$ cat src/sv/tcsp_pkg.sv
// Package for the tag code-space parser: field widths, character codes,
// parse phases, status codes and character class helpers.
// Depends on nothing; the channel interfaces and the parser use it.
package tcsp_pkg;

    // Field widths of one input item and one result item.
    localparam int BYTE_W   = 8;
    localparam int STATUS_W = 3;
    localparam int FREQ_W   = 10;
    localparam int CHAN_W   = 14;

    // Defaults for the digit limits of the two number fields.
    localparam int DEFAULT_MAX_FREQ_DIGITS    = 3;
    localparam int DEFAULT_MAX_CHANNEL_DIGITS = 4;

    // Character codes.
    localparam logic [BYTE_W-1:0] CHAR_NUL  = 8'h00;
    localparam logic [BYTE_W-1:0] CHAR_DASH = 8'h2D;

    // Status codes of a result.
    localparam logic [STATUS_W-1:0] ST_OK         = 3'd0;
    localparam logic [STATUS_W-1:0] ST_BAD_LETTER = 3'd1;
    localparam logic [STATUS_W-1:0] ST_NO_FREQ    = 3'd2;
    localparam logic [STATUS_W-1:0] ST_NO_DASH    = 3'd3;
    localparam logic [STATUS_W-1:0] ST_NO_CHAN    = 3'd4;
    localparam logic [STATUS_W-1:0] ST_EXTRA      = 3'd5;

    // Parse phase, one-hot.
    typedef enum logic [2:0] {
        PH_LETTER = 3'b001,
        PH_FREQ   = 3'b010,
        PH_CHAN   = 3'b100
    } phase_t;

    // True for 'A'..'Z' and 'a'..'z'.
    function automatic logic is_letter(input logic [BYTE_W-1:0] b);
        return ((b >= 8'h41) && (b <= 8'h5A)) || ((b >= 8'h61) && (b <= 8'h7A));
    endfunction

    // True for '0'..'9'.
    function automatic logic is_digit(input logic [BYTE_W-1:0] b);
        return (b >= 8'h30) && (b <= 8'h39);
    endfunction

endpackage

$ cat src/sv/tcsp_channels.sv
// Valid/ready channel interfaces of the tag code-space parser: the character
// stream going in and the parse results coming out.
// Depends on tcsp_pkg for the field widths.
interface tcsp_text_if;
    logic                         valid;
    logic                         ready;
    logic [tcsp_pkg::BYTE_W-1:0]  text_byte;

    modport source (output valid, output text_byte, input ready);
    modport sink   (input valid, input text_byte, output ready);
endinterface

interface tcsp_result_if;
    logic                           valid;
    logic                           ready;
    logic [tcsp_pkg::STATUS_W-1:0]  status_code;
    logic [tcsp_pkg::BYTE_W-1:0]    tag_letter;
    logic [tcsp_pkg::FREQ_W-1:0]    frequency_code;
    logic [tcsp_pkg::CHAN_W-1:0]    channel_code;

    modport source (output valid, output status_code, output tag_letter,
                    output frequency_code, output channel_code, input ready);
    modport sink   (input valid, input status_code, input tag_letter,
                    input frequency_code, input channel_code, output ready);
endinterface

$ cat src/sv/tcsp_digit_acc.sv
// Decimal digit accumulator: value times ten plus one digit, saturating at
// the all-ones value of its width. Purely combinational.
// Depends on nothing outside this file.
module tcsp_digit_acc #(
    parameter int W = 10
) (
    input  logic [W-1:0] acc,
    input  logic [3:0]   digit,
    output logic [W-1:0] sum
);

    localparam int WIDE_W = W + 4;

    logic [WIDE_W-1:0] acc_wide;
    logic [WIDE_W-1:0] times_ten;
    logic [WIDE_W-1:0] raw_sum;

    // Times ten as a sum of two shifts, then add the digit.
    assign acc_wide  = {4'b0, acc};
    assign times_ten = (acc_wide << 3) + (acc_wide << 1);
    assign raw_sum   = times_ten + {{(WIDE_W-4){1'b0}}, digit};

    // Clamp to the largest value the field can hold.
    assign sum = (raw_sum[WIDE_W-1:W] != '0) ? {W{1'b1}} : raw_sum[W-1:0];

endmodule

$ cat src/sv/tag_code_space_parser.sv
// Tag code-space parser: one character per transfer, one result per string.
// Throughput: one character per cycle; the input stalls only while a result
// is held in the output register and the sink does not take it.
// The result of a string is valid in the cycle after its zero byte is taken.
// Reset (rst_n, asynchronous): parser returns to the letter phase with no
// error and cleared accumulators; no result is pending.
module tag_code_space_parser #(
    parameter int MAX_FREQ_DIGITS    = tcsp_pkg::DEFAULT_MAX_FREQ_DIGITS,
    parameter int MAX_CHANNEL_DIGITS = tcsp_pkg::DEFAULT_MAX_CHANNEL_DIGITS
) (
    input  logic                 clk,
    input  logic                 rst_n,
    tcsp_text_if.sink            text,
    tcsp_result_if.source        result
);

    localparam int FCNT_W = $clog2(MAX_FREQ_DIGITS + 1);
    localparam int CCNT_W = $clog2(MAX_CHANNEL_DIGITS + 1);
    localparam logic [FCNT_W-1:0] FCNT_MAX = FCNT_W'(MAX_FREQ_DIGITS);
    localparam logic [CCNT_W-1:0] CCNT_MAX = CCNT_W'(MAX_CHANNEL_DIGITS);

    // Parser state.
    tcsp_pkg::phase_t                phase_reg, phase_next;
    logic [tcsp_pkg::STATUS_W-1:0]   err_reg, err_next;
    logic [tcsp_pkg::BYTE_W-1:0]     letter_reg, letter_next;
    logic [tcsp_pkg::FREQ_W-1:0]     freq_reg, freq_next;
    logic [FCNT_W-1:0]               fcnt_reg, fcnt_next;
    logic [tcsp_pkg::CHAN_W-1:0]     chan_reg, chan_next;
    logic [CCNT_W-1:0]               ccnt_reg, ccnt_next;

    // Result register.
    logic                            res_valid_reg, res_valid_next;
    logic [tcsp_pkg::STATUS_W-1:0]   res_status_reg, res_status_next;
    logic [tcsp_pkg::BYTE_W-1:0]     res_letter_reg, res_letter_next;
    logic [tcsp_pkg::FREQ_W-1:0]     res_freq_reg, res_freq_next;
    logic [tcsp_pkg::CHAN_W-1:0]     res_chan_reg, res_chan_next;

    logic                            accept;
    logic                            is_end;
    logic                            is_dig;
    logic [tcsp_pkg::STATUS_W-1:0]   end_status;
    logic [tcsp_pkg::FREQ_W-1:0]     freq_acc;
    logic [tcsp_pkg::CHAN_W-1:0]     chan_acc;

    // Input is taken whenever the result register is free or draining.
    assign text.ready = !res_valid_reg || result.ready;
    assign accept     = text.valid && text.ready;
    assign is_end     = (text.text_byte == tcsp_pkg::CHAR_NUL);
    assign is_dig     = tcsp_pkg::is_digit(text.text_byte);

    // Multiply-by-ten accumulators for the two number fields.
    tcsp_digit_acc #(
        .W (tcsp_pkg::FREQ_W)
    ) u_freq_acc (
        .acc   (freq_reg),
        .digit (text.text_byte[3:0]),
        .sum   (freq_acc)
    );

    tcsp_digit_acc #(
        .W (tcsp_pkg::CHAN_W)
    ) u_chan_acc (
        .acc   (chan_reg),
        .digit (text.text_byte[3:0]),
        .sum   (chan_acc)
    );

    // Status reported at the terminator: the first error, what is missing, or OK.
    always_comb
    begin
        end_status = err_reg;
        if (err_reg == tcsp_pkg::ST_OK)
        begin
            unique case (phase_reg)
                tcsp_pkg::PH_LETTER:
                begin
                    end_status = tcsp_pkg::ST_BAD_LETTER;
                end
                tcsp_pkg::PH_FREQ:
                begin
                    end_status = (fcnt_reg == '0) ? tcsp_pkg::ST_NO_FREQ
                                                  : tcsp_pkg::ST_NO_DASH;
                end
                tcsp_pkg::PH_CHAN:
                begin
                    end_status = (ccnt_reg == '0) ? tcsp_pkg::ST_NO_CHAN
                                                  : tcsp_pkg::ST_OK;
                end
                default:
                begin
                    end_status = tcsp_pkg::ST_BAD_LETTER;
                end
            endcase
        end
    end

    // Next parser state for one accepted character.
    always_comb
    begin
        phase_next  = phase_reg;
        err_next    = err_reg;
        letter_next = letter_reg;
        freq_next   = freq_reg;
        fcnt_next   = fcnt_reg;
        chan_next   = chan_reg;
        ccnt_next   = ccnt_reg;
        if (accept)
        begin
            if (is_end)
            begin
                phase_next  = tcsp_pkg::PH_LETTER;
                err_next    = tcsp_pkg::ST_OK;
                letter_next = '0;
                freq_next   = '0;
                fcnt_next   = '0;
                chan_next   = '0;
                ccnt_next   = '0;
            end
            else if (err_reg == tcsp_pkg::ST_OK)
            begin
                unique case (phase_reg)
                    tcsp_pkg::PH_LETTER:
                    begin
                        if (tcsp_pkg::is_letter(text.text_byte))
                        begin
                            letter_next = text.text_byte;
                            phase_next  = tcsp_pkg::PH_FREQ;
                        end
                        else
                        begin
                            err_next = tcsp_pkg::ST_BAD_LETTER;
                        end
                    end
                    tcsp_pkg::PH_FREQ:
                    begin
                        if (is_dig && (fcnt_reg < FCNT_MAX))
                        begin
                            freq_next = freq_acc;
                            fcnt_next = fcnt_reg + 1'b1;
                        end
                        else if (fcnt_reg == '0)
                        begin
                            err_next = tcsp_pkg::ST_NO_FREQ;
                        end
                        else if (text.text_byte == tcsp_pkg::CHAR_DASH)
                        begin
                            phase_next = tcsp_pkg::PH_CHAN;
                        end
                        else
                        begin
                            err_next = tcsp_pkg::ST_NO_DASH;
                        end
                    end
                    tcsp_pkg::PH_CHAN:
                    begin
                        if (is_dig && (ccnt_reg < CCNT_MAX))
                        begin
                            chan_next = chan_acc;
                            ccnt_next = ccnt_reg + 1'b1;
                        end
                        else if (ccnt_reg == '0)
                        begin
                            err_next = tcsp_pkg::ST_NO_CHAN;
                        end
                        else
                        begin
                            err_next = tcsp_pkg::ST_EXTRA;
                        end
                    end
                    default:
                    begin
                        phase_next = tcsp_pkg::PH_LETTER;
                    end
                endcase
            end
        end
    end

    // Result register: loaded by a terminator, cleared when taken.
    always_comb
    begin
        res_valid_next  = res_valid_reg;
        res_status_next = res_status_reg;
        res_letter_next = res_letter_reg;
        res_freq_next   = res_freq_reg;
        res_chan_next   = res_chan_reg;
        if (accept && is_end)
        begin
            res_valid_next  = 1'b1;
            res_status_next = end_status;
            if (end_status == tcsp_pkg::ST_OK)
            begin
                res_letter_next = letter_reg;
                res_freq_next   = freq_reg;
                res_chan_next   = chan_reg;
            end
            else
            begin
                res_letter_next = '0;
                res_freq_next   = '0;
                res_chan_next   = '0;
            end
        end
        else if (result.ready)
        begin
            res_valid_next = 1'b0;
        end
    end

    // Control and parser state registers.
    always_ff @(posedge clk or negedge rst_n)
    begin
        if (!rst_n)
        begin
            phase_reg     <= tcsp_pkg::PH_LETTER;
            err_reg       <= tcsp_pkg::ST_OK;
            letter_reg    <= '0;
            freq_reg      <= '0;
            fcnt_reg      <= '0;
            chan_reg      <= '0;
            ccnt_reg      <= '0;
            res_valid_reg <= 1'b0;
        end
        else
        begin
            phase_reg     <= phase_next;
            err_reg       <= err_next;
            letter_reg    <= letter_next;
            freq_reg      <= freq_next;
            fcnt_reg      <= fcnt_next;
            chan_reg      <= chan_next;
            ccnt_reg      <= ccnt_next;
            res_valid_reg <= res_valid_next;
        end
    end

    // Result payload registers.
    always_ff @(posedge clk)
    begin
        res_status_reg <= res_status_next;
        res_letter_reg <= res_letter_next;
        res_freq_reg   <= res_freq_next;
        res_chan_reg   <= res_chan_next;
    end

    assign result.valid          = res_valid_reg;
    assign result.status_code    = res_status_reg;
    assign result.tag_letter     = res_letter_reg;
    assign result.frequency_code = res_freq_reg;
    assign result.channel_code   = res_chan_reg;

    // A new result appears only after a terminator was transferred.
    a_result_from_end: assert property (@(posedge clk) disable iff (!rst_n)
        $rose(res_valid_reg) |-> $past(accept && is_end))
        else $error("result appeared without a terminator transfer");

    // A terminator leaves the parser in its start state.
    a_restart_after_end: assert property (@(posedge clk) disable iff (!rst_n)
        (accept && is_end) |=> (phase_reg == tcsp_pkg::PH_LETTER)
                               && (err_reg == tcsp_pkg::ST_OK)
                               && (fcnt_reg == '0) && (ccnt_reg == '0))
        else $error("parser did not restart after a terminator");

    // An error result carries zero fields.
    a_error_fields_zero: assert property (@(posedge clk) disable iff (!rst_n)
        (res_valid_reg && (res_status_reg != tcsp_pkg::ST_OK))
        |-> (res_letter_reg == '0) && (res_freq_reg == '0) && (res_chan_reg == '0))
        else $error("error result with nonzero fields");

    // Digit counts never pass their limits.
    a_count_limits: assert property (@(posedge clk) disable iff (!rst_n)
        (fcnt_reg <= FCNT_MAX) && (ccnt_reg <= CCNT_MAX))
        else $error("digit count beyond its limit");

    // Channel digits are only counted once the dash has been seen.
    a_chan_after_dash: assert property (@(posedge clk) disable iff (!rst_n)
        (ccnt_reg != '0) |-> (phase_reg == tcsp_pkg::PH_CHAN) && (fcnt_reg != '0))
        else $error("channel digits counted outside the channel phase");

endmodule
$ cat src/flat_wrapper.sv
// flat-port wrapper written by rule: the top's interface ports become plain ports
module tag_code_space_parser_flat 
#(
    parameter int MAX_FREQ_DIGITS    = tcsp_pkg::DEFAULT_MAX_FREQ_DIGITS,
    parameter int MAX_CHANNEL_DIGITS = tcsp_pkg::DEFAULT_MAX_CHANNEL_DIGITS
)
  (clk, rst_n, text_valid, text_text_byte, text_ready, result_valid, result_status_code, result_tag_letter, result_frequency_code, result_channel_code, result_ready);
  tcsp_text_if text_i ();
  tcsp_result_if result_i ();
  input  logic clk;
  input  logic rst_n;
  input wire logic [$bits(text_i.valid)-1:0] text_valid;
  input wire logic [$bits(text_i.text_byte)-1:0] text_text_byte;
  output wire logic [$bits(text_i.ready)-1:0] text_ready;
  output wire logic [$bits(result_i.valid)-1:0] result_valid;
  output wire logic [$bits(result_i.status_code)-1:0] result_status_code;
  output wire logic [$bits(result_i.tag_letter)-1:0] result_tag_letter;
  output wire logic [$bits(result_i.frequency_code)-1:0] result_frequency_code;
  output wire logic [$bits(result_i.channel_code)-1:0] result_channel_code;
  input wire logic [$bits(result_i.ready)-1:0] result_ready;
  assign text_i.valid = text_valid;
  assign text_i.text_byte = text_text_byte;
  assign text_ready = text_i.ready;
  assign result_valid = result_i.valid;
  assign result_status_code = result_i.status_code;
  assign result_tag_letter = result_i.tag_letter;
  assign result_frequency_code = result_i.frequency_code;
  assign result_channel_code = result_i.channel_code;
  assign result_i.ready = result_ready;
  tag_code_space_parser #(.MAX_FREQ_DIGITS(MAX_FREQ_DIGITS), .MAX_CHANNEL_DIGITS(MAX_CHANNEL_DIGITS)) u_core (.clk(clk), .rst_n(rst_n), .text(text_i), .result(result_i));
endmodule
$ cat config.mk
export PLATFORM = sky130hd
export DESIGN_NAME = tag_code_space_parser_flat
export DESIGN_NICKNAME = d
export VERILOG_FILES = /design/src/sv/tcsp_pkg.sv /design/src/sv/tcsp_channels.sv /design/src/sv/tcsp_digit_acc.sv /design/src/sv/tag_code_space_parser.sv /design/src/flat_wrapper.sv
export SDC_FILE = /design/constraint.sdc
export NUM_CORES = 1
export LEC_CHECK = 0
export ABC_AREA = 1
export BUFFER_PORTS_ARGS = -buffer_cell sky130_fd_sc_hd__clkbuf_2
export CAP_MARGIN = 20
export CELL_PAD_IN_SITES_DETAIL_PLACEMENT = 1
export CELL_PAD_IN_SITES_GLOBAL_PLACEMENT = 2
export CORE_MARGIN = 5
export CORE_UTILIZATION = 39
export CTS_CLUSTER_DIAMETER = 40
export DETAILED_ROUTE_END_ITERATION = 8
export GPL_TIMING_DRIVEN = 0
export PLACE_DENSITY_LB_ADDON = 0.3
export RECOVER_POWER = 50
export SYNTH_ARGS = -nofsm -noshare
export SYNTH_HDL_FRONTEND = slang
export SYNTH_SLANG_ARGS = --single-unit
$ cat constraint.sdc
create_clock -name clk -period 5.8 [get_ports clk]
set_clock_uncertainty 0.2 [all_clocks]
set_input_delay 0.58 -clock clk [delete_from_list [all_inputs] [get_ports clk]]
set_output_delay 0.58 -clock clk [all_outputs]
set_load 0.01 [all_outputs]
=== Word level (Yosys, flattened, before mapping) ===
Index checks and enable logic that the tools add are counted.

* Flip-flop bits (word level): 79
* Input port bits: 12
* Output and inout bits: 37
* Logic and storage cells: 113

* Add/sub/neg operators: 6
* Magnitude comparators: 8
* Equal/unequal tests: 12
* Mux-type cells: 44
* Reduce and logical (&&, ||, !) cells: 31

{| class="wikitable"
|+ Operators by type and width
! operator !! count
|-
| 14-bit two-way mux || 5
|-
| 3-bit two-way mux || 19
|-
| 10-bit two-way mux || 5
|-
| 8-bit two-way mux || 4
|-
| 17-bit by 15-bit adder with 18-bit output || 1
|-
| 18-bit by 4-bit adder with 18-bit output || 1
|-
| 3-bit case mux with 3 select lines || 2
|-
| 8-bit by 7-bit greater-or-equal comparator with 1-bit output, second input constant || 2
|-
| 8-bit by 7-bit less-or-equal comparator with 1-bit output, second input constant || 2
|-
| 2-bit nonzero test || 8
|-
| 13-bit by 11-bit adder with 14-bit output || 1
|-
| 14-bit by 4-bit adder with 14-bit output || 1
|-
| 7-bit AND reduction || 2
|-
| 3-bit by 2-bit inequality test with 1-bit output, second input constant || 4
|-
| 4-bit AND reduction || 3
|-
| 4-bit nonzero test || 3
|-
| 3-bit zero test || 3
|-
| 8-bit by 6-bit equality test with 1-bit output, second input constant || 1
|-
| 8-bit by 6-bit greater-or-equal comparator with 1-bit output, second input constant || 1
|-
| 8-bit by 6-bit less-or-equal comparator with 1-bit output, second input constant || 1
|-
| 8-bit zero test || 1
|-
| 2-bit two-way mux || 4
|-
| 1-bit logical AND || 7
|-
| 3-bit by 1-bit inequality test with 1-bit output, second input constant || 2
|-
| 14 further kinds || 18
|}

=== Longest topological paths before layout ===
* Depth in word-level cells: 8
* Mapped depth: 17
* Mapped depth without buffers: 16

=== Modules after synthesis ===
From an unflattened synthesis, not the netlist that was laid out.

* Cells, all modules: 697
* Area total of the unflattened synthesis: 5,745.5 um^2

{| class="wikitable"
|+ Modules (own cells, without submodules)
! module !! times used !! cells each !! area an instance (um^2) !! seq. area each (um^2)
|-
| tag_code_space_parser || 1 || 370 || 3,719.8 || 2,153.3
|-
| tcsp_digit_acc (u_core.u_chan_acc) || 1 || 200 || 1,237.4 || 0.0
|-
| tcsp_digit_acc (u_core.u_freq_acc) || 1 || 127 || 788.3 || 0.0
|}

=== Least setup slack after synthesis ===
Ideal clock, no wire load.

* Path kind: input-to-reg
* Start point: in text_text_byte[3]
* End point: reg u_core.chan_reg[3] in the netlist's numbering
* Library setup time: 116 ps
* Data arrival time: 2,666 ps
* Data required time: 5,484 ps
* Slack: 2,817 ps
* Cell stages on the path: 17
* Buffers on the path: 1
* Cell sequence: inv_1 > fa_1 > inv_1 > fa_1 > nand3_1 > nand3_2 > nand2_1 > nand2_2 > nand2_1 > nand2_1 > nand2_1 > nand2_1 > nor2_4 > buf_6 > nand3_1 > nand2_1 > nand2_1

* Cells in the longest elaborated chain, start to end: 7
* Elaborated cells on any way between the ends: 16
* Classes of those cells: add/sub (1); order compare (2); mux (5); reduce/logical (8)

{| class="wikitable"
|+ Ends and longest elaborated chain
! element !! line !! text
|-
| from (decl) || flat_wrapper.sv:13 || <nowiki>input wire logic [$bits(text_i.text_byte)-1:0] text_text_byte;</nowiki>
|-
| 18-bit by 4-bit adder with 18-bit output || tcsp_digit_acc.sv:21 || <nowiki>assign raw_sum = times_ten + {{(WIDE_W-4){1'b0}}, digit};</nowiki>
|-
| 4-bit nonzero test || tcsp_digit_acc.sv:24 || <nowiki>assign sum = (raw_sum[WIDE_W-1:W] != '0) ? {W{1'b1}} : raw_sum[W-1:0];</nowiki>
|-
| 14-bit two-way mux || tcsp_digit_acc.sv:24 ||
|-
| 14-bit two-way mux || tag_code_space_parser.sv:156 || <nowiki>if (is_dig && (ccnt_reg < CCNT_MAX))</nowiki>
|-
| 14-bit two-way mux || tag_code_space_parser.sv:121 || <nowiki>unique case (phase_reg)</nowiki>
|-
| 14-bit two-way mux || tag_code_space_parser.sv:119 || <nowiki>else if (err_reg == tcsp_pkg::ST_OK)</nowiki>
|-
| 14-bit two-way mux || tag_code_space_parser.sv:109 || <nowiki>if (is_end)</nowiki>
|-
| to (signal assigned) || tag_code_space_parser.sv:231 || <nowiki>chan_reg <= chan_next;</nowiki>
|-
| to (decl) || tag_code_space_parser.sv:28 || <nowiki>logic [tcsp_pkg::CHAN_W-1:0] chan_reg, chan_next;</nowiki>
|}

Several ways; a longest one is shown, not always the timed one. The select of a mux whose other input is x is not followed.
A chain may end at the register's enable or synchronous reset.

=== Worst setup path in the final report ===
* Start point: in text_text_byte[3]
* End point: reg u_core.chan_reg[11] in the netlist's numbering

Same word-level chain as after synthesis.

==> reports/summary.txt <==
Outcome: finished with violations
Failing checks: capacitance limit, slew limit
First-pass GRT wire length: 23.8 mm
Area of the multi-input gates: 0.00262 mm²
Worst setup SP type: input pin
Row count: 42
DRC viols: 0
Worst r2r dst: u_core.chan_reg[11]
Pins Over Slew Limit: 27
Io pins: 49
CTS H-Tree Depth: 3
Final #Nets: 792
IO buf count: 48
DR pass1 iterations: 4
Cts bufs inserted: 9
Layout cells sized above 1: 9.44%
Period minus WS final: 3.24 ns
Fmax achieved: 308 MHz
Chip width: 127 µm
# hold bufs at CTS: 0
Hold/Removal Path Class: in -> async
Core area: 0.0133 mm²
Worst-case reg-to-reg path depth: 17
Mapped cell area: 0.00531 mm²
Ys Warns: 0
Worst-path clk slew: 0.06 ns
Initial Utilization: 40.0%
Post-synth ARST share: 55.7%
Post-synth EDFFs: 35
Register-to-register setup slack: 2.66 ns
Crit-path max FO: 10
Worst r2r src: u_core.chan_reg[0]
Distinct cell type count after synthesis: 33
Main synth FF type: dfrtp_1
Clock sink count: 79
Fillers: 1711
Routed len/inst: 15.5 µm
Routability Congestion: 0.792
Routed Wire Length: 14.0 mm
Slew HR: -3.23%
Top post-synthesis cells by area: dfrtp_1 (20%), edfxtp_1 (20%), nand2_1 (14%), ha_1 (12%), inv_1 (7.6%)
Hold Vio Cnt, Final: 0
P per Cell Area: 278 mW/mm²
Detailed Place HPWL: 11.1 mm
Root buffer cell: clkbuf_16
Critical Path AT: 3.27 ns
Mapped Nets: 732
Initial DRC Count: 183
Area Growth Syn to Fin: 13.4%
Synth top area share: 20.3%
Post-synthesis sequential area ratio: 40.5%
Yosys top cell by area: dfrtp_1
Via density: 4.85
Vias in the first global route: 4738
Critical path class: in -> reg
Lkg Pwr: 3.16 nW
RSZ-0062 raised after global routing: no
Syn Inst Count: 666
Diode count: 0
Via count: 4395
Setup crit end kind: flip-flop
Die Ht: 127 µm
Antenna-violating nets left: 0
Largest net degree at the start of global routing: 38
Die area: 0.0161 mm²
Post-CTS Setup Repair Bufs: 0
Hold Slack: 0.268 ns
Register area: 0.00215 mm²
PostCTS Resize Cnt: 0
Top-count cell post-synth: nand2_1
GRT overflow: 0
Clk Latency, worst-skew pair: 0.34 ns
Initial antenna violation count: 0
Synth top cells by count: nand2_1 (200), inv_1 (108), nor2_1 (60)
Setup total negative slack: 0 ns
Worst Max-Slew Pin Slew: 1.55 ns
MaxCap Viol Count: 1
CTS tree: yes
Final setup violating endpoints: 0
Peak VDD IR: 0.000149 V
GRT Total Usage: 18.4%
Post-Syn Area per Cell: 7.98 µm²
Number of synthesized register bits: 79
Longest Clk Path Bufs: 2
CP required: 5.83 ns
Final worst-path cycle share: 55.9%
-- how the worst max path moves through the flow --
stage	startpoint	end
2_1_floorplan	text_text_byte[3]	u_core.chan_reg[3]
3_3_place_gp	text_text_byte[3]	u_core.chan_reg[3]
3_5_place_dp	text_text_byte[3]	u_core.chan_reg[11]
4_1_cts	text_text_byte[3]	u_core.chan_reg[11]
5_1_grt	text_text_byte[3]	u_core.chan_reg[11]
6_report	text_text_byte[3]	u_core.chan_reg[11]
-- layout by cell type, fill, tap and decap left out, types with 10 or more instances in the layout --
cell	netlist	routed
ha_1	50	50
a21oi_1	18	19
nand2_1	200	202
dfrtp_1	43	43
clkbuf_1	0	41
edfxtp_1	35	35
nor2_1	60	60
nor2_2	12	12
o21ai_0	15	16
nand3_1	47	48
inv_1	108	107
xnor2_1	10	10
-- logic make-up (layout without fill, tap and decap cells) --
logic type,Yosys count,after routing,share of synthesized area (%)
fa+ha+maj,54,54,13.3
buf+inv,121,186,9.42
compound gates,50,50,5.37
simple gates,348,348,29.1
flops,79,79,40.5
xor+xnor,14,14,2.31
-- final cells by class --
class                      instances  area share, %
multi-input combinational        466           43.5
sequential                        79           35.7
inverter                         111           6.91
clock buffer                       9           3.74
tap                              176           3.65
timing repair buffer              49           3.24
clock inverter                     7           1.99
buffer                            10           1.27
-- layer usage --
layer,share of wire [%],vias up,track usage [%]
li1,-,2225,-
met1,49,2087,25.2
met2,46,65,29.5
met3,3.4,18,3.15
met4,1.6,0,6.56
met5,0,-,0
-- through the flow --
step                worst slack [ns]  total power [mW]  instance area, µm²  cells  utilization, %
finish                          2.56              1.68                6030    907            45.3
floorplan                       2.82             0.946                5310    666               -
CTS                             2.55              1.73                6140    907            46.2
global placement                2.27              1.04                5770    890            43.4
detailed placement              2.20              1.06                5790    891            43.6
global route                    2.34              1.77                6030    907            45.3
-- where the power goes --
part	internal, mW	leakage [nW]	switching (mW)	total (mW)
sequential	0.645	0.901	0.0320	0.677
combinational	0.104	2.09	0.233	0.337
clock	0.422	0.166	0.240	0.662
total	1.17	3.16	0.505	1.68
-- worst max-delay path, cell delays in order --
cell,delay [ns]
clkbuf_2,0.13
inv_1,0.15
fa_1,0.55
inv_1,0.06
fa_1,0.47
nand3_1,0.12
nand3_2,0.14
nand2_1,0.11
nand2_2,0.08
nand2_1,0.09
nand2_1,0.05
nand2_1,0.06
nand2_1,0.08
nor2_4,0.17
buf_6,0.18
nand3_1,0.10
nand2_1,0.07
nand2_1,0.05
Power figures use the tool's default switching activity.
